File: src/design/assert_macros.svh
// Assertion macros shared by the touch median filter modules.
// Each macro expects signals named clk and arst_n in the enclosing scope.
`ifndef ASSERT_MACROS_SVH
`define ASSERT_MACROS_SVH

// A condition that must hold at every clock edge out of reset.
`define TMF_ASSERT_ALWAYS(label, cond, msg) \
	label: assert property (@(posedge clk) disable iff (!arst_n) (cond)) else $error(msg);

// A condition that, once true, must be followed in the next cycle by another.
`define TMF_ASSERT_NEXT(label, ante, cons, msg) \
	label: assert property (@(posedge clk) disable iff (!arst_n) (ante) |=> (cons)) \
		else $error(msg);

`endif

File: src/design/tmf_pkg.sv
// ----------------------------------------------------------------------------
// tmf_pkg
// Types and constants shared by the touch median filter modules.
// ----------------------------------------------------------------------------
package tmf_pkg;

	localparam int unsigned WORD_W   = 16;
	localparam int unsigned SAMPLE_W = 13;
	localparam int unsigned POS_W    = 11;

	typedef struct packed {
		logic [WORD_W-1:0] x_word;
		logic [WORD_W-1:0] y_word;
		logic              pen_down;
	} in_item_t;

	typedef struct packed {
		logic             point_valid;
		logic [POS_W-1:0] x_pos;
		logic [POS_W-1:0] y_pos;
	} out_item_t;

	typedef enum logic [1:0] {
		ST_IDLE,
		ST_INS_X,
		ST_INS_Y,
		ST_DONE
	} state_t;

	// Commands from the sequencer to the insertion unit.
	typedef struct packed {
		logic load;
		logic run;
		logic axis;
	} srt_ctl_t;

	// Status from the insertion unit back to the sequencer.
	typedef struct packed {
		logic             placed;
		logic [POS_W-1:0] x_pos;
		logic [POS_W-1:0] y_pos;
	} srt_stat_t;

endpackage

File: src/design/tmf_sorter.sv
// ----------------------------------------------------------------------------
// tmf_sorter
// Keeps both sample buffers in ascending order by insertion: a single
// comparator moves one entry up per cycle until the new key finds its place.
// ----------------------------------------------------------------------------
module tmf_sorter #(
	parameter int unsigned SAMPLES = 10,
	parameter int unsigned IDX_W   = 4
) (
	input  logic                      clk,
	input  logic                      arst_n,
	input  tmf_pkg::srt_ctl_t         ctl,
	input  logic [IDX_W-1:0]          count,
	input  tmf_pkg::in_item_t         item,
	output tmf_pkg::srt_stat_t        stat
);
	import tmf_pkg::*;

	localparam int unsigned MID = SAMPLES / 2;

	logic [SAMPLE_W-1:0] x_buf_q [SAMPLES];
	logic [SAMPLE_W-1:0] y_buf_q [SAMPLES];
	logic [SAMPLE_W-1:0] key_x_q;
	logic [SAMPLE_W-1:0] key_y_q;
	logic [IDX_W-1:0]    hole_q;

	logic [IDX_W-1:0]    prev;
	logic [SAMPLE_W-1:0] cmp_val;
	logic [SAMPLE_W-1:0] key;
	logic                shift;
	logic [SAMPLE_W-1:0] wr_val;
	logic [SAMPLE_W:0]   x_sum;
	logic [SAMPLE_W:0]   y_sum;

	assign prev    = hole_q - 1'b1;
	assign cmp_val = ctl.axis ? y_buf_q[prev] : x_buf_q[prev];
	assign key     = ctl.axis ? key_y_q : key_x_q;
	// The hole moves down while the entry below it is larger than the key.
	assign shift   = (hole_q != '0) && (cmp_val > key);
	assign wr_val  = shift ? cmp_val : key;

	always_ff @(posedge clk or negedge arst_n) begin
		if (!arst_n) begin
			hole_q <= '0;
		end else if (ctl.load) begin
			hole_q <= count;
		end else if (ctl.run) begin
			hole_q <= shift ? prev : count;
		end
	end

	always_ff @(posedge clk) begin
		if (ctl.load) begin
			key_x_q <= item.x_word[WORD_W-1:WORD_W-SAMPLE_W];
			key_y_q <= item.y_word[WORD_W-1:WORD_W-SAMPLE_W];
		end
		if (ctl.run) begin
			if (ctl.axis) begin
				y_buf_q[hole_q] <= wr_val;
			end else begin
				x_buf_q[hole_q] <= wr_val;
			end
		end
	end

	assign x_sum = {1'b0, x_buf_q[MID-1]} + {1'b0, x_buf_q[MID]};
	assign y_sum = {1'b0, y_buf_q[MID-1]} + {1'b0, y_buf_q[MID]};

	assign stat.placed = ctl.run && !shift;
	assign stat.x_pos  = x_sum[SAMPLE_W:3];
	assign stat.y_pos  = y_sum[SAMPLE_W:3];

	`include "assert_macros.svh"

	`TMF_ASSERT_ALWAYS(a_hole_in_range, !ctl.run || hole_q <= count, "hole beyond the count")
	`TMF_ASSERT_NEXT(a_reload_after_place, stat.placed, hole_q == count, "hole not reloaded")

endmodule

File: src/design/tmf_ctrl.sv
// ----------------------------------------------------------------------------
// tmf_ctrl
// Sequencer for the touch median filter: takes a sample, runs the insertion
// for each axis, then decides on a point, an abort or no result.
// ----------------------------------------------------------------------------
module tmf_ctrl #(
	parameter int unsigned SAMPLES = 10,
	parameter int unsigned IDX_W   = 4
) (
	input  logic                clk,
	input  logic                arst_n,
	input  logic                smp_valid,
	output logic                smp_ready,
	input  logic                pen_down,
	output logic                res_valid,
	input  logic                res_ready,
	output tmf_pkg::out_item_t  res_data,
	output tmf_pkg::srt_ctl_t   ctl,
	output logic [IDX_W-1:0]    count,
	input  tmf_pkg::srt_stat_t  stat
);
	import tmf_pkg::*;

	localparam int unsigned CNT_W = $clog2(SAMPLES + 1);

	state_t           state_q;
	state_t           state_d;
	logic [IDX_W-1:0] count_q;
	logic             pen_q;
	logic             res_valid_q;
	out_item_t        res_data_q;

	logic [CNT_W-1:0] cnt_next;
	logic             full;
	logic             emit;
	logic             can_go;
	logic             finish;

	assign cnt_next = CNT_W'(count_q) + 1'b1;
	assign full     = (cnt_next == CNT_W'(SAMPLES));
	assign emit     = full || !pen_q;
	// A new result may only be written once the previous one has been transferred.
	assign can_go   = !emit || !res_valid_q || res_ready;
	assign finish   = (state_q == ST_DONE) && can_go;

	always_comb begin
		state_d = state_q;
		case (state_q)
			ST_IDLE: begin
				if (smp_valid) state_d = ST_INS_X;
			end
			ST_INS_X: begin
				if (stat.placed) state_d = ST_INS_Y;
			end
			ST_INS_Y: begin
				if (stat.placed) state_d = ST_DONE;
			end
			ST_DONE: begin
				if (can_go) state_d = ST_IDLE;
			end
			default: state_d = ST_IDLE;
		endcase
	end

	always_comb begin
		smp_ready = (state_q == ST_IDLE);
		ctl.load  = smp_valid && (state_q == ST_IDLE);
		ctl.run   = (state_q == ST_INS_X) || (state_q == ST_INS_Y);
		ctl.axis  = (state_q == ST_INS_Y);
	end

	always_ff @(posedge clk or negedge arst_n) begin
		if (!arst_n) begin
			state_q     <= ST_IDLE;
			count_q     <= '0;
			res_valid_q <= 1'b0;
		end else begin
			state_q <= state_d;
			if (finish) begin
				count_q <= emit ? '0 : IDX_W'(cnt_next);
			end
			if (finish && emit) begin
				res_valid_q <= 1'b1;
			end else if (res_ready) begin
				res_valid_q <= 1'b0;
			end
		end
	end

	always_ff @(posedge clk) begin
		if (smp_valid && smp_ready) begin
			pen_q <= pen_down;
		end
		if (finish && emit) begin
			res_data_q.point_valid <= full;
			res_data_q.x_pos       <= full ? stat.x_pos : '0;
			res_data_q.y_pos       <= full ? stat.y_pos : '0;
		end
	end

	assign res_valid = res_valid_q;
	assign res_data  = res_data_q;
	assign count     = count_q;

	`include "assert_macros.svh"

	`TMF_ASSERT_ALWAYS(a_count_below_set, CNT_W'(count_q) < CNT_W'(SAMPLES), "sample count reached the set size")
	`TMF_ASSERT_ALWAYS(a_abort_zero, !res_valid_q || res_data_q.point_valid || (res_data_q.x_pos == '0 && res_data_q.y_pos == '0), "abort result carries a position")
	`TMF_ASSERT_NEXT(a_result_clears, finish && emit, count_q == '0 && res_valid_q, "result did not clear the count")

endmodule

File: src/design/touch_median_filter.sv
// ----------------------------------------------------------------------------
// touch_median_filter
// Collects touch sample pairs and gives the mean of the two middle sorted
// samples per axis once a full set is held, or an abort when the pen lifts.
// ----------------------------------------------------------------------------
// A result is registered in the done step, after the insertion for x and then
// for y. No new sample is taken until the sequencer is back in its idle step;
// the single comparator moves one entry a cycle, and a result not yet
// transferred holds the sequencer in its last step when a new one is due.
// Reset clears the sample count and the sequencer; buffer contents are kept.
// ----------------------------------------------------------------------------
module touch_median_filter #(
	parameter int unsigned SAMPLES = 10
) (
	input  logic                clk,
	input  logic                arst_n,
	input  logic                smp_valid,
	output logic                smp_ready,
	input  tmf_pkg::in_item_t   smp_data,
	output logic                res_valid,
	input  logic                res_ready,
	output tmf_pkg::out_item_t  res_data
);
	import tmf_pkg::*;

	localparam int unsigned IDX_W = $clog2(SAMPLES);

	srt_ctl_t         ctl;
	srt_stat_t        stat;
	logic [IDX_W-1:0] count;

	tmf_ctrl #(
		.SAMPLES (SAMPLES),
		.IDX_W   (IDX_W)
	) u_ctrl (
		.clk       (clk),
		.arst_n    (arst_n),
		.smp_valid (smp_valid),
		.smp_ready (smp_ready),
		.pen_down  (smp_data.pen_down),
		.res_valid (res_valid),
		.res_ready (res_ready),
		.res_data  (res_data),
		.ctl       (ctl),
		.count     (count),
		.stat      (stat)
	);

	tmf_sorter #(
		.SAMPLES (SAMPLES),
		.IDX_W   (IDX_W)
	) u_sorter (
		.clk    (clk),
		.arst_n (arst_n),
		.ctl    (ctl),
		.count  (count),
		.item   (smp_data),
		.stat   (stat)
	);

endmodule
File: config.mk
export PLATFORM = sky130hd
export DESIGN_NAME = touch_median_filter
export DESIGN_NICKNAME = d
export VERILOG_FILES = /design/src/design/tmf_pkg.sv /design/src/design/tmf_sorter.sv /design/src/design/tmf_ctrl.sv /design/src/design/touch_median_filter.sv
export VERILOG_INCLUDE_DIRS = /design/src /design/src/design
export SDC_FILE = /design/constraint.sdc
export NUM_CORES = 1
export LEC_CHECK = 0
export ABC_AREA = 1
export BUFFER_PORTS_ARGS = -buffer_cell sky130_fd_sc_hd__clkbuf_2
export CAP_MARGIN = 20
export CELL_PAD_IN_SITES_DETAIL_PLACEMENT = 1
export CELL_PAD_IN_SITES_GLOBAL_PLACEMENT = 1
export CORE_MARGIN = 2
export CORE_UTILIZATION = 56
export CTS_BUF_LIST = sky130_fd_sc_hd__clkbuf_4
export CTS_CLUSTER_DIAMETER = 50
export DETAILED_ROUTE_END_ITERATION = 10
export HOLD_SLACK_MARGIN = 0.06
export PLACE_DENSITY = 0.93
export RECOVER_POWER = 100
export SYNTH_ARGS = -nofsm -noshare
export SYNTH_HDL_FRONTEND = slang
export SYNTH_SLANG_ARGS = --single-unit
File: constraint.sdc
create_clock -name clk -period 7.2 [get_ports clk]
set_clock_uncertainty 0.2 [all_clocks]
set_input_delay 0.36 -clock clk [delete_from_list [all_inputs] [get_ports clk]]
set_output_delay 0.36 -clock clk [all_outputs]
set_load 0.03 [all_outputs]
==> summary.txt <==
Clocking
  • CTS Hold Bufs: 31
  • Post-CTS setup buffer count: 0
  • Clock transition at path regs: roughly 110 ps
  • Longest Clk Path Bufs: 3
  • Num CTS Buffers: 82
  • CTS tree: built
  • Post-CTS resize count: 0
  • CTS root buffer: clkbuf_4
  • CTS sink cnt: 321
  • H-Tree Depth: 3
  • Clk Latency, worst-skew pair: 770 ps

Die
  • Ports: between 60 and 70
  • Num rows: 59
  • DIE AREA: 27860 um2
  • Core Footprint: 26060 um2
  • Die Span Y: 166.9 um
  • Initial Util: 0.5704
  • Die Span X: around 170 um

STA
  • Rel. slew slack: 0.01922
  • Tmin final: 6832 ps
  • Final worst-path cycle share: 0.9489
  • Final number of setup-violating endpoints: 0
  • Endpoints failing hold: 0
  • Max Fclk: about 0.15 GHz
  • Final Max Tran Viols: 0
  • RSZ-0062 raised after global routing: no
  • Actual slew at the worst max-slew pin: 1471 ps
  • Setup tns final: 0 ps

Cells and area
  • Seq. cell area: 9588 um2
  • Fill cell count: 2757
  • Area Overhead vs Synth: 12.50%
  • Multi-input gate area: 4618 um2
  • Share of post-route cells with drive strength above 1: 0.1389
  • Layout Nets: 1564

Run
  • Max cap viols: 0

Setup path
  • Top Family by Delay on Critical Path: buffers and inverters
  • End of the critical path: u_sorter.x_buf_q[9][11]
  • Crit Reg-Reg Endpoint: u_sorter.x_buf_q[9][11]
  • Reg2Reg Depth: 20
  • Req. time, crit path: 7540 ps
  • CP cell instances: inv_4 -> ha_1 -> buf_4 -> o21ai_0 -> o211ai_1 -> nand3_1 -> nand3_1 -> nand2_1 -> inv_1 -> ha_1 -> nand2_1 -> inv_1 -> nand2_1 -> nand3_1 -> nand2_1 -> nand2_2 -> nand2_4 -> inv_2 -> o21ai_1 -> buf_4
  • Crit end category: register
  • Crit path max fanout: 56
  • Crit path from: u_sorter.hole_q[0]
  • WP data arrival: 7180 ps
  • Register-to-register path setup slack: 370 ps
  • FF-to-FF Start: u_sorter.hole_q[0]
  • WP buf/inv: 6
  • Setup Crit Path Kind: reg -> reg
  • WP depth: 20
  • CP most frequent cell: nand2_1
  • Crit-path slowest cell: o21ai_1
  • CP startpoint kind: register
  • Max stage delay on crit path: 1040 ps

Yosys
  • Register area share after synthesis: 0.6448
  • Synth unique cells: 42
  • Ys async rst share: 0.03427
  • Seq cells post-synth: roughly 320
  • Number of synthesized flops with an enable pin: 310
  • Most used DFF post-synth: edfxtp_1
  • Syn avg cell area: 11.15 um2
  • Mapped cell area: between 10000 and 15000 um2
  • Synth warn: 0
  • Mapped Nets: between 1k and 1.5k
  • Post-Syn Instances: around 1.3k

GRT
  • Gr ovfl total: 0
  • Total global-route track usage: 0.3774
  • First-pass GRT wire length: 78540 um
  • Largest net degree at the start of global routing: 83
  • Initial antenna violation count: 1
  • Vias in the first global route: approximately 13k

Status
  • Status: completed

Place
  • IO buf count: 55
  • Hpwl dp: roughly 29000 um
  • GP Congestion: about 0.86

Route
  • Post-route ant nets: 0
  • Via count: ~12k
  • DRC viols: 0
  • DRT Pass-1 Iters: 6
  • Final wirelength: 52590 um
  • DR iter-0 viols: 1513
  • Post-DR wirelength/cell: 28.12 um
  • Vias per cell: 6.499

Hold path
  • Min-delay worst type: in -> reg
## cells in the final DEF (no fill, tap or decap), types with 3 or more instances in the layout
master and n:
clkbuf_1 54, clkinv_1 15, o211ai_2 7, bufinv_16 3
mux2i_1 10, nand3_2 15, o21bai_2 4, clkbuf_4 117
o21ai_1 47, ha_1 47, buf_4 10, inv_2 7
o211ai_1 10, o21bai_1 10, or2_1 12, clkbuf_2 23
or2_0 3, nand2_2 7, nand4_1 5, clkinvlp_4 3
a21oi_1 45, nand2_1 248, nor2_1 151, nor3_1 5
o21ai_0 76, nand3_1 156, dfrtp_1 10, edfxtp_1 310
or2_2 3, a31oi_1 3, dlygate4sd3_1 31, inv_1 65
## flip-flops by register name, indices dropped and copies added (netlist names)
register          cells
u_ctrl.state_q        2
u_sorter.hole_q       4
u_ctrl.pen_q          1
u_ctrl.res_data      23
u_sorter.x_buf_q    130
u_ctrl.count          4
u_ctrl.res_valid      1
u_sorter.key_x_q     13
u_sorter.key_y_q     13
u_sorter.y_buf_q    130
## kinds of logic (layout without fill, tap and decap cells)
kind of cell    count (synthesis)  after routing  synth area share
simple gates                  610            610            0.1808
flops                         321            321            0.6448
compound gates                208            208           0.08191
buf+inv                       134            335           0.04310
fa+ha+maj                      47             47           0.03957
mux                            10             10          0.006735
xor+xnor                        3              3          0.003031
other cells                     0              1                 0
## through the flow
step / hold slack [ps] / instances / setup slack, ps / area (um2) / utilization
finish: 108.2 / 1870 / 368.2 / 16720 / 0.6417
detailed placement: 70.88 / 1693 / 1311 / 15450 / 0.5928
global placement: 57.28 / 1683 / 1692 / 15350 / 0.5892
global route: 111.8 / 1870 / 360.3 / 16720 / 0.6417
CTS: 98.10 / 1862 / 1073 / 16810 / 0.6450
floorplan: -135.6 / 1333 / 2952 / 14860 / -
## synth_stat cells, drive strengths merged, types with 3 or more instances
| cell | count | area share |
|---|---|---|
| nor2 | 153 | 0.040 |
| or2 | 18 | 0.0076 |
| ha | 47 | 0.040 |
| nand2 | 256 | 0.066 |
| inv | 73 | 0.019 |
| nor3 | 5 | 0.0017 |
| nand3 | 171 | 0.063 |
| mux2i | 10 | 0.0067 |
| o21bai | 14 | 0.0081 |
| dfrtp | 11 | 0.019 |
| o21ai | 124 | 0.043 |
| nand4 | 5 | 0.0021 |
| edfxtp | 310 | 0.63 |
| a21oi | 45 | 0.015 |
| buf | 46 | 0.020 |
| clkbuf | 13 | 0.0033 |
| o211ai | 17 | 0.011 |
| a31oi | 3 | 0.0013 |
## area by class of cell
cell class / count / area share
Sequential cell: 321 / 0.5734
Multi-Input combinational cell: 878 / 0.2762
Clock buffer: 117 / 0.05253
Timing Repair Buffer: 122 / 0.04520
Tap cell: 335 / 0.02507
Inverter: 75 / 0.01729
Clock inverter: 21 / 0.01018
Antenna cell: 1 / 0.0001497
## how the worst min path moves through the flow
stage                       from                  end  slack (ps)  cells after the start
floorplan                 arst_n      u_ctrl.count[0]        -140                      0
global placement          arst_n     u_ctrl.res_valid          60                      1
detailed placement        arst_n     u_ctrl.res_valid          70                      1
CTS                 smp_data[21]  u_sorter.key_x_q[1]         100                      2
global route         smp_data[4]  u_sorter.key_y_q[0]         110                      2
finish               smp_data[4]  u_sorter.key_y_q[0]         110                      2
## layer usage
| metal | vias to the layer above | GRT usage | part of all wire |
|---|---|---|---|
| met2 | 896 | 0.6348 | 0.49 |
| met1 | 5925 | 0.4335 | 0.34 |
| met4 | 0 | 0.2575 | 0.078 |
| met5 | - | 0 | 0 |
| met3 | 304 | 0.08080 | 0.092 |
| li1 | 5029 | - | - |
Power is left out: the tool's default activity adds up to more than one toggle a clock period on the data nets, which glitch-free logic cannot reach.
